**config.mk**
```make
export PLATFORM = sky130hd
export DESIGN_NAME = filename_spelling_matcher
export DESIGN_NICKNAME = d
export VERILOG_FILES = /design/src/hw/rtl/fsm_pkg.sv /design/src/hw/rtl/filename_spelling_matcher.sv
export SDC_FILE = /design/constraint.sdc
export NUM_CORES = 1
export LEC_CHECK = 0
export BUFFER_PORTS_ARGS = -buffer_cell sky130_fd_sc_hd__buf_4
export CAP_MARGIN = 25
export CORE_MARGIN = 10
export CORE_UTILIZATION = 60
export DETAILED_ROUTE_END_ITERATION = 16
export GPL_ROUTABILITY_DRIVEN = 0
export PLACE_DENSITY_LB_ADDON = 0.2
export SYNTH_ARGS = -nofsm -noshare
export SYNTH_HDL_FRONTEND = slang
export SYNTH_SLANG_ARGS = --single-unit
```
**constraint.sdc**
```tcl
create_clock -name clk -period 8.44 [get_ports clk]
set_input_delay 0.844 -clock clk [delete_from_list [all_inputs] [get_ports clk]]
set_output_delay 0.844 -clock clk [all_outputs]
set_load 0.02 [all_outputs]
```
**src/hw/rtl/fsm_pkg.sv**
```systemverilog
// shared constants and types for the file name spelling matcher
package fsm_pkg;

  localparam int GUESS_MAX  = 14;
  localparam int CAND_MAX   = 16;
  localparam int MAX_LEN    = (GUESS_MAX > CAND_MAX) ? GUESS_MAX : CAND_MAX;
  localparam int GUESS_AW   = $clog2(GUESS_MAX);
  localparam int CAND_AW    = $clog2(CAND_MAX);
  localparam int GUESS_LW   = $clog2(GUESS_MAX + 1);
  localparam int CAND_LW    = $clog2(CAND_MAX + 1);
  localparam int POS_W      = $clog2(MAX_LEN + 3);
  localparam int IDX_W      = 16;
  localparam int PREFIX_MIN = 3;

  localparam logic [2:0] RATE_EXACT  = 3'd0;
  localparam logic [2:0] RATE_SWAP   = 3'd1;
  localparam logic [2:0] RATE_EDIT   = 3'd2;
  localparam logic [2:0] RATE_PREFIX = 3'd3;
  localparam logic [2:0] RATE_NONE   = 3'd4;

  localparam logic [1:0] FUNC_GUESS = 2'd0;
  localparam logic [1:0] FUNC_CAND  = 2'd1;
  localparam logic [1:0] FUNC_CLEAR = 2'd2;

  typedef enum logic [1:0] {
    S_IDLE,
    S_WALK,
    S_FIN
  } state_t;

endpackage

```
**src/hw/rtl/filename_spelling_matcher.sv**
```systemverilog
// file name spelling matcher: guess and candidate buffers with a rating walk
//
//  channel | direction | handshake            | payload
//  --------+-----------+----------------------+------------------------------------------
//  in      | input     | in_valid / in_ready   | func, ch, last
//  out     | output    | out_valid / out_ready | distance, became_best, best_distance,
//          |           |                       | best_index, search_done
//
// a guess, clear or non-final candidate item leaves the block idle, ready for the next item
// a final candidate item (if no exact match has stopped the search) starts the rating walk,
//   and no item is taken until its result is loaded into the output register; the walk
//   reads one position per cycle from the guess and candidate memories (one read port each)
// the result sits in an output register; a new rating waits there only if it is still full
// guess and clear items are taken while a result waits
// synchronous reset clears lengths, best entry, counters and flags; the byte memories are not
//   cleared, only bytes below the stored length are ever used
module filename_spelling_matcher (
  input  logic        clk,
  input  logic        rst,
  input  logic        in_valid,
  output logic        in_ready,
  input  logic [1:0]  func,
  input  logic [7:0]  ch,
  input  logic        last,
  output logic        out_valid,
  input  logic        out_ready,
  output logic [2:0]  distance,
  output logic        became_best,
  output logic [2:0]  best_distance,
  output logic [15:0] best_index,
  output logic        search_done
);

  localparam int PW = fsm_pkg::POS_W;

  // byte memories
  logic [7:0] guess_mem [fsm_pkg::GUESS_MAX];
  logic [7:0] cand_mem  [fsm_pkg::CAND_MAX];

  // name state
  logic [fsm_pkg::GUESS_LW-1:0] guess_len;
  logic [fsm_pkg::CAND_LW-1:0]  cand_len;
  logic                         cand_overflow;
  logic                         guess_closed;
  logic [2:0]                   best_rating;
  logic [fsm_pkg::IDX_W-1:0]    best_entry;
  logic [fsm_pkg::IDX_W-1:0]    entry_count;
  logic                         exact_found;

  fsm_pkg::state_t state, state_next;

  // walk registers
  logic [PW-1:0] ra;      // read address issued this cycle
  logic [PW-1:0] kd;      // position of the data now on the read ports
  logic          dv;      // read data valid
  logic [7:0]    c_rd, g_rd;
  logic [7:0]    pc, pg;  // bytes of the previous position
  logic          found;   // first mismatch seen
  logic [PW-1:0] mis;     // first mismatch position
  logic          eq1, eq2, sc, sg, sw;

  // memory write controls
  logic g_we, c_we;

  logic [PW-1:0] m_w, n_w, len_max, ie;
  logic          k_lt_m, k_lt_n, k_both;
  logic [2:0]    rating;
  logic          took;
  logic          commit;

  assign m_w     = PW'(cand_len);
  assign n_w     = PW'(guess_len);
  assign len_max = (m_w > n_w) ? m_w : n_w;

  assign in_ready = (state == fsm_pkg::S_IDLE);

  assign g_we = in_valid && in_ready && (func == fsm_pkg::FUNC_GUESS) && !guess_closed
                && (guess_len < fsm_pkg::GUESS_LW'(fsm_pkg::GUESS_MAX));
  assign c_we = in_valid && in_ready && (func == fsm_pkg::FUNC_CAND) && !exact_found
                && (cand_len < fsm_pkg::CAND_LW'(fsm_pkg::CAND_MAX));

  // memories: one write, one registered read each
  always_ff @(posedge clk) begin
    if (g_we) begin
      guess_mem[guess_len[fsm_pkg::GUESS_AW-1:0]] <= ch;
    end
    if (ra < PW'(fsm_pkg::GUESS_MAX)) begin
      g_rd <= guess_mem[ra[fsm_pkg::GUESS_AW-1:0]];
    end
  end

  always_ff @(posedge clk) begin
    if (c_we) begin
      cand_mem[cand_len[fsm_pkg::CAND_AW-1:0]] <= ch;
    end
    if (ra < PW'(fsm_pkg::CAND_MAX)) begin
      c_rd <= cand_mem[ra[fsm_pkg::CAND_AW-1:0]];
    end
  end

  // position tests for the byte pair on the read ports
  assign k_lt_m = kd < m_w;
  assign k_lt_n = kd < n_w;
  assign k_both = k_lt_m && k_lt_n;

  // rating of the finished walk; a run with no mismatch stops at the longer length
  assign ie = found ? mis : len_max;

  always_comb begin
    rating = fsm_pkg::RATE_NONE;
    if (cand_overflow) begin
      // long candidate: only a guess prefix of the stored bytes counts
      if (n_w >= PW'(fsm_pkg::PREFIX_MIN) && n_w <= m_w && ie >= n_w) begin
        rating = fsm_pkg::RATE_PREFIX;
      end
    end else if (ie == m_w && ie == n_w) begin
      rating = fsm_pkg::RATE_EXACT;
    end else if (ie >= PW'(fsm_pkg::PREFIX_MIN) && ie == n_w) begin
      rating = fsm_pkg::RATE_PREFIX;
    end else if (ie < m_w && ie < n_w && (ie + 1'b1) < m_w && (ie + 1'b1) < n_w
                 && sw && m_w == n_w && eq2) begin
      rating = fsm_pkg::RATE_SWAP;
    end else if (ie < m_w && ie < n_w && m_w == n_w && eq1) begin
      rating = fsm_pkg::RATE_EDIT;
    end else if (ie < m_w && m_w == n_w + 1'b1 && sc) begin
      rating = fsm_pkg::RATE_EDIT;
    end else if (ie < n_w && n_w == m_w + 1'b1 && sg) begin
      rating = fsm_pkg::RATE_EDIT;
    end
  end

  assign took   = (rating != fsm_pkg::RATE_NONE) && (rating <= best_rating);
  assign commit = !out_valid || out_ready;

  // next state
  always_comb begin
    state_next = state;
    unique case (state)
      fsm_pkg::S_IDLE: begin
        if (in_valid && func == fsm_pkg::FUNC_CAND && !exact_found && last) begin
          state_next = fsm_pkg::S_WALK;
        end
      end
      fsm_pkg::S_WALK: begin
        if (ra >= len_max && !dv) begin
          state_next = fsm_pkg::S_FIN;
        end
      end
      fsm_pkg::S_FIN: begin
        if (commit) begin
          state_next = fsm_pkg::S_IDLE;
        end
      end
      default: state_next = fsm_pkg::S_IDLE;
    endcase
  end

  always_ff @(posedge clk) begin
    if (rst) begin
      state <= fsm_pkg::S_IDLE;
    end else begin
      state <= state_next;
    end
  end

  // datapath and name state
  always_ff @(posedge clk) begin
    if (rst) begin
      guess_len     <= '0;
      cand_len      <= '0;
      cand_overflow <= 1'b0;
      guess_closed  <= 1'b0;
      best_rating   <= fsm_pkg::RATE_NONE;
      best_entry    <= '0;
      entry_count   <= '0;
      exact_found   <= 1'b0;
      out_valid     <= 1'b0;
      ra            <= '0;
      dv            <= 1'b0;
      found         <= 1'b0;
    end else begin
      // in the final state the result register is reloaded below
      if (out_valid && out_ready && state != fsm_pkg::S_FIN) begin
        out_valid <= 1'b0;
      end
      case (state)
        fsm_pkg::S_IDLE: begin
          ra    <= '0;
          dv    <= 1'b0;
          found <= 1'b0;
          mis   <= '0;
          eq1   <= 1'b1;
          eq2   <= 1'b1;
          sc    <= 1'b1;
          sg    <= 1'b1;
          sw    <= 1'b0;
          if (in_valid) begin
            case (func)
              fsm_pkg::FUNC_GUESS: begin
                if (!guess_closed) begin
                  if (g_we) begin
                    guess_len <= guess_len + 1'b1;
                  end
                  if (last) begin
                    guess_closed <= 1'b1;
                  end
                end
              end
              fsm_pkg::FUNC_CAND: begin
                if (!exact_found) begin
                  if (c_we) begin
                    cand_len <= cand_len + 1'b1;
                  end else begin
                    cand_overflow <= 1'b1;
                  end
                end
              end
              fsm_pkg::FUNC_CLEAR: begin
                guess_len     <= '0;
                cand_len      <= '0;
                cand_overflow <= 1'b0;
                guess_closed  <= 1'b0;
                best_rating   <= fsm_pkg::RATE_NONE;
                best_entry    <= '0;
                entry_count   <= '0;
                exact_found   <= 1'b0;
              end
              default: ;
            endcase
          end
        end
        fsm_pkg::S_WALK: begin
          // issue side
          if (ra < len_max) begin
            ra <= ra + 1'b1;
            kd <= ra;
            dv <= 1'b1;
          end else begin
            dv <= 1'b0;
          end
          // compare side
          if (dv) begin
            pc <= c_rd;
            pg <= g_rd;
            if (!found) begin
              if (!(k_both && c_rd == g_rd)) begin
                found <= 1'b1;
                mis   <= kd;
              end
            end else begin
              if (k_both) begin
                eq1 <= eq1 && (c_rd == g_rd);
              end
              if (k_both && kd != mis + 1'b1) begin
                eq2 <= eq2 && (c_rd == g_rd);
              end
              if (kd == mis + 1'b1) begin
                sw <= k_both && (pc == g_rd) && (pg == c_rd);
              end
              // candidate has one extra byte
              if (k_lt_m) begin
                sc <= sc && (c_rd == pg);
              end
              // guess has one extra byte
              if (k_lt_n) begin
                sg <= sg && (g_rd == pc);
              end
            end
          end
        end
        fsm_pkg::S_FIN: begin
          if (commit) begin
            if (took) begin
              best_rating <= rating;
              best_entry  <= entry_count;
              if (rating == fsm_pkg::RATE_EXACT) begin
                exact_found <= 1'b1;
              end
            end
            entry_count   <= entry_count + 1'b1;
            cand_len      <= '0;
            cand_overflow <= 1'b0;
            out_valid     <= 1'b1;
            distance      <= rating;
            became_best   <= took;
            best_distance <= took ? rating : best_rating;
            best_index    <= took ? entry_count : best_entry;
            search_done   <= exact_found || (took && rating == fsm_pkg::RATE_EXACT);
          end
        end
        default: ;
      endcase
    end
  end

  // a replaced best entry carries this item's own rating
  a_best_follows: assert property (@(posedge clk) disable iff (rst)
    out_valid && became_best |-> best_distance == distance)
    else $error("best rating differs from the rating that replaced it");

  // a stopped search always reports an exact best
  a_done_exact: assert property (@(posedge clk) disable iff (rst)
    out_valid && search_done |-> best_distance == fsm_pkg::RATE_EXACT)
    else $error("search stopped without an exact best");

  // the walk has drained its read pipeline before the rating is taken
  a_walk_drained: assert property (@(posedge clk) disable iff (rst)
    state == fsm_pkg::S_FIN |-> !dv && ra >= len_max)
    else $error("rating taken before the walk finished");

  // no new result is loaded over one that is still waiting
  a_no_overwrite: assert property (@(posedge clk) disable iff (rst)
    out_valid && !out_ready |=> out_valid && $stable(best_index) && $stable(distance))
    else $error("waiting result overwritten");

endmodule

```
==> results of run 1 <==
==> per-layer routing <==
layer	up-vias	share of wire, %	track usage, %
met5	-	0	0
met4	0	3.1	7.64
met3	74	7.2	3.29
met2	392	48	34.6
met1	4867	42	29.6
li1	4530	-	-
==> final timing paths <==
kind                                            startpoint                    endpoint  cells past startpoint
worst min-delay path            best_entry[3]$_SDFFE_PP0P_  best_entry[3]$_SDFFE_PP0P_                      1
worst max-delay path              cand_len[3]$_SDFFE_PP0P_     best_index[8]$_DFFE_PP_                     27
worst min register to register  best_entry[3]$_SDFFE_PP0P_  best_entry[3]$_SDFFE_PP0P_                      1
worst max register to register    cand_len[3]$_SDFFE_PP0P_     best_index[8]$_DFFE_PP_                     27
==> layout make-up <==
cell class              instances  area, um^2
clock buffers                  49        1010
clock inverters                14        96.3
fillers                      1872        8820
inverters                      32         120
multi-input cells             688        5410
flip-flops and latches        368       10500
well taps                     341         427
repair buffers                 57         428
==> critical path, cell delays in order, from the launching register on <==
cell and delay, ns:
dfxtp_1 0.66, inv_1 0.27, ha_1 0.37, and3b_1 0.21
o21a_1 0.16, nor2_2 0.29, nand2_1 0.08, o21ai_0 0.13
nor2_1 0.09, nor2_1 0.22, ha_1 0.30, nor4b_1 0.28
a211oi_1 0.09, o31a_1 0.15, ha_1 0.19, nor4bb_1 0.27
o211ai_1 0.16, or4_4 0.47, and3_4 0.20, o21a_1 0.19
ha_1 0.29, o21ai_0 0.08, inv_1 0.07, o21ai_0 0.45
nand2b_1 0.13, o22ai_2 0.12, buf_4 0.40, mux2_2 0.39
==> registers in the layout, summed over array words and instances (netlist names), 2 cells and up <==
signal         count
cand_mem         128
guess_mem        112
best_entry        16
best_index        16
entry_count       16
c_rd               8
g_rd               8
pc                 8
pg                 8
cand_len           5
kd                 5
mis                5
ra                 5
guess_len          4
best_distance      3
best_rating        3
distance           3
state              2
==> stage by stage <==
step / utilization (%) / power (mW) / area (um^2) / cells / hold WS, ns
floorplan: - / 2.38 / 16200 / 1143 / 0.435
global placement: 63.0 / 2.47 / 16900 / 1486 / 0.440
detailed placement: 63.0 / 2.48 / 16900 / 1486 / 0.451
CTS: 67.1 / 3.98 / 18000 / 1549 / 0.465
global route: 67.1 / 4.09 / 18000 / 1549 / 0.474
finish: 67.1 / 3.95 / 18000 / 1549 / 0.464
==> kinds of logic after synthesis <==
group | count (synthesis)
adders and majority gates | 47
xor gates and xnor gates | 46
muxes | 109
AOI/OAI and AO/OA | 214
buffers and inverters | 87
and+or+nand+nor | 272
DFF | 368
==> synthesized netlist by cell type, types with 7 or more instances <==
cell type	instances	area, um^2
mux2i_1	45	450
nand2b_1	7	43.8
a211oi_1	8	60.1
clkbuf_1	37	139
inv_1	30	113
buf_1	7	26.3
nand4_1	11	68.8
nand3_1	26	130
o21a_1	9	67.6
or3_1	9	56.3
ha_1	46	576
nor4_1	13	81.3
dfxtp_1	57	1140
a32o_1	18	180
nor2_1	64	240
nor3_1	22	110
a21oi_1	60	300
nand2_1	59	221
o21ai_0	34	170
mux2_2	21	236
edfxtp_1	311	9340
xor2_1	28	245
a22oi_1	8	60.1
xnor2_1	18	158
and2_1	14	87.6
nor2b_1	15	93.8
mux2_1	10	113
a21o_1	7	52.6
a31oi_1	9	56.3
mux4_2	32	721
a221oi_1	26	228
==> power breakdown <==
group / switching [mW] / internal, mW
Sequential: 0.0401 / 2.01
Clock: 0.660 / 0.849
Combinational: 0.248 / 0.148
==> results_dict.tcl, run 1 <==
set metrics [dict create \
    wl_per_cell_um 23.3 \
    fmax_ghz 0.143 \
    start_util_pct 60.6 \
    io_buffers 40 \
    postRouteAntennaNets 0 \
    syn_nets 1204 \
    synth.distinct_cells 75 \
    cts-buffers-inserted 38 \
    irDropWorstVdd_v 0.000202 \
    synth_flop_cell "edfxtp_1" \
    layout_commonest_cell "edfxtp_1" \
    yosysWarnings 0 \
    clock-root-buffer "clkbuf_16" \
    max_cap_violations 0 \
    ys_ff_latch 368 \
    crit_type "flip-flop to flip-flop" \
    cts_tree "yes" \
    cts_htree_levels 2 \
    synthMuxAreaShare_pct 9.45 \
    hold_violations 0 \
    endpoint_kind "flip-flop" \
    drive_above_1_share_pct 14.8 \
    yosysSeqAreaShare_pct 64.5 \
    area_growth_pct 10.7 \
    yosys.area_share.adder_pct 3.61 \
    relSlewSlack_pct 26.1 \
    syn_avg_cell_area_um2 14.2 \
    cts.reportedPaths.clkPinSlew_ns 0.06 \
    synth_top_family_by_area "multiplexers" \
    drtIter0Drc 1037 \
    route.detailed.drc 0 \
    dpl_worst_slack_ns 1.54 \
    min_period_ns 7.01 \
    dieWidth_um 185 \
    rrSetupSlack_ns 1.43 \
    fin_crit_sh_pct 83.0 \
    die-area_um2 34000 \
    mostFrequentLayoutCells "edfxtp_1, nor2_1, a21oi_1, nand2_1, buf_4" \
    hold_class "flip-flop to flip-flop" \
    cts_resized 0 \
    power_density_nw_per_um2 220 \
    synth-simple-area-share_pct 8.58 \
    crit_arrival_ns 7.28 \
    antenna_cells 0 \
    grt_usage_pct 21.6 \
    cp_max_fo 38 \
    required_ns 8.71 \
    hpwl_um 23000 \
    synth-compound-area-share_pct 9.08 \
    outcome "complete, no violations" \
    p_leak_nw 5.96 \
    drt-total-wl_um 36100 \
    antenna_found_initial 0 \
    insertion_delay_ns 0.53 \
    cp-start-kind "flip-flop" \
    synth_enable_flop_cells 311 \
    netlist_area_um2 16200 \
    finalWorstSetupSlack_ns 1.43 \
    nNetsFinal 1246 \
    cts.sinks 368 \
    async_flop_share_pct 0 \
    avgViaCountPerCell 6.37 \
    clockBufferDepth 3 \
    grt-ovfl-total 0 \
    grt_pass1_vias 9825 \
    grt_max_degree 50 \
    dr_total_vias 9863 \
    cts_setup_buffers 0 \
    synth_xor_area_share_pct 2.48 \
    grt_pass1_wl_um 56600 \
    rows 60 \
    fin_setup_tns_ns 0 \
    rsz0062_at_grt "no" \
    cts_hold_buf 0 \
    ios 41 \
    finClkSkew_ns 0.0137 \
    die_h_um 185 \
    tightest_slew_ns 1.10 \
    core_area_um2 26800 \
    drt-pass1-iter-count 5 \
    finalMaxSlewViolations 0 \
    synthCells 1143 \
    finalSetupViolCount 0 \
]
Power figures use the tool's default switching activity.
==> run 2: changes to the inputs <==
--- a/config.mk
+++ b/config.mk
@@ -8,7 +8,7 @@
 export BUFFER_PORTS_ARGS = -buffer_cell sky130_fd_sc_hd__buf_4
 export CAP_MARGIN = 25
 export CORE_MARGIN = 10
-export CORE_UTILIZATION = 60
+export CORE_UTILIZATION = 56
 export DETAILED_ROUTE_END_ITERATION = 16
 export GPL_ROUTABILITY_DRIVEN = 0
 export PLACE_DENSITY_LB_ADDON = 0.2
==> constraint.sdc (replaced) <==
create_clock -name clk -period 5.8 [get_ports clk]
set_input_delay 0.58 -clock clk [delete_from_list [all_inputs] [get_ports clk]]
set_output_delay 0.58 -clock clk [all_outputs]
set_load 0.02 [all_outputs]
==> results_dict.tcl, run 2 (synthesis results as in run 1) <==
set metrics [dict create \
    crit_type "flip-flop to flip-flop" \
    fin_hold_ws_ns 0.343 \
    fin_crit_sh_pct 95.5 \
    cts.sinks 368 \
    rows 62 \
    grt_pass1_wl_um 56400 \
    die_h_um 190 \
    crit_arrival_ns 5.94 \
    layout_commonest_cell "edfxtp_1" \
    tightest_slew_ns 0.979 \
    grt_usage_pct 19.8 \
    avgViaCountPerCell 6.13 \
    seq_power_share_pct 49.3 \
    dieWidth_um 190 \
    p_leak_nw 6.15 \
    nNetsFinal 1274 \
    finalSetupViolCount 0 \
    clock-root-buffer "clkbuf_16" \
    hold_violations 0 \
    fmax_ghz 0.181 \
    cp_slowest_cell "or4_4" \
    antenna_cells 0 \
    area_growth_pct 13.5 \
    swShare_pct 23.3 \
    p_switching_mw 1.41 \
    drt-total-wl_um 35900 \
    cp-start-kind "flip-flop" \
    p_clk_share_pct 40.2 \
    cpLargestDelayFamily "simple AND/OR/NAND/NOR gates" \
    grt-ovfl-total 0 \
    drtIter0Drc 891 \
    dr_total_vias 9968 \
    die-area_um2 36200 \
    finalPower_mw 6.03 \
    cp_max_fo 18 \
    grt_pass1_vias 9691 \
    power_density_nw_per_um2 327 \
    final_core_util_pct 64.4 \
    p_int_mw 4.62 \
    fin_cells 1625 \
    cts.reportedPaths.clkPinSlew_ns 0.06 \
    clockBufferDepth 3 \
    required_ns 6.20 \
    dpl.cell_count 1555 \
    hpwl_um 24100 \
    place_area_um2 17100 \
    route.detailed.drc 0 \
    worst-path-buf-inv 5 \
    cts-buffers-inserted 38 \
    irDropWorstVdd_v 0.000296 \
    outcome "complete, no violations" \
    insertion_delay_ns 0.53 \
    endpoint_kind "flip-flop" \
    hold_class "input pin to flip-flop" \
    cts_tree "yes" \
    cts_hold_buf 0 \
    cts_htree_levels 2 \
    ios 41 \
    finalMaxSlewViolations 0 \
    mostFrequentLayoutCells "edfxtp_1, buf_4, nor2_1, a21oi_1, nand2_1" \
    drt-pass1-iter-count 5 \
    wl_per_cell_um 22.1 \
    fin_area_um2 18400 \
    grt_max_degree 47 \
    antenna_found_initial 0 \
    largest_register_ffs 128 \
    drive_above_1_share_pct 17.6 \
    max_stage_delay_ns 0.55 \
    start_util_pct 56.7 \
    met1_usage_pct 27.5 \
    max_cap_violations 0 \
    pwr-share-comb_pct 10.5 \
    relSlewSlack_pct 34.2 \
    finClkSkew_ns 0.0198 \
    io_buffers 40 \
    use_met3_pct 3.26 \
    core_area_um2 28600 \
    fillers 2046 \
    met2_usage_pct 31.7 \
    min_period_ns 5.54 \
    grt-busiest-layer "met2" \
    postRouteAntennaNets 0 \
]
[run 2: cell count changes in the layout (fill, tap and decap cells not counted), sizes merged]
cell    change
buf        +28
clkbuf      -2
bufinv      +5
inv         -1
clkinv      +3
[run 2: stage by stage]
stage	TNS (ns)	setup slack, ns
after global placement	0	0.341
after CTS	0	0.133
final	0	0.260
after detailed placement	0	0.167
after floorplan	0	0.0465
after global routing	-0.109	-0.0165
[run 2: per-layer routing]
metal,vias up,wire length (um)
li1,4599,-
met1,4984,15800
met2,321,17100
met3,64,2140
met4,0,828
met5,-,0
[run 2: final cells by class]
cell class | instances | area (um^2) | area share [%]
Clock buffer | 47 | 995 | 5.39
Clock inverter | 21 | 259 | 1.40
Inverter | 32 | 120 | 0.651
Multi-Input combinational cell | 688 | 5450 | 29.6
Sequential cell | 368 | 10500 | 56.9
Tap cell | 384 | 480 | 2.61
Timing Repair Buffer | 85 | 646 | 3.50
[run 2: what timing repair did]
| action | CTS | global route |
|---|---|---|
| hold endpoints to repair | 0 | 0 |
| buffers inserted | 0 | 2 |
| resized for setup | 0 | 9 |
| setup endpoints to repair | 0 | 35 |
[run 2: worst paths after layout]
| path | startpoint | to | slack, ns | depth (start not counted) |
|---|---|---|---|---|
| worst max-delay path | cand_len[3]$_SDFFE_PP0P_ | best_entry[8]$_SDFFE_PP0P_ | 0.26 | 26 |
| worst min-delay path | last | guess_closed$_SDFFE_PP0P_ | 0.34 | 3 |
| worst max register to register | cand_len[3]$_SDFFE_PP0P_ | best_entry[8]$_SDFFE_PP0P_ | 0.26 | 26 |
| worst min register to register | best_entry[3]$_SDFFE_PP0P_ | best_entry[3]$_SDFFE_PP0P_ | 0.46 | 1 |
[run 2: tightest hold or removal path: cells and delay by family]
family                 cells  cell delay [ns]
AOI/OAI and AO/OA          1             0.06
buffers and inverters      1             0.11
and+or+nand+nor            1             0.07
[run 2: power by group through the flow]
stage          Clock [mW]  Combinational [mW]  Sequential, mW
5_1_grt              2.58               0.692            2.97
6_report             2.43               0.633            2.97
2_1_floorplan           0               0.457            3.01
3_3_place_gp            0               0.615            3.02
4_1_cts              2.46               0.626            2.97
3_5_place_dp            0               0.623            3.03
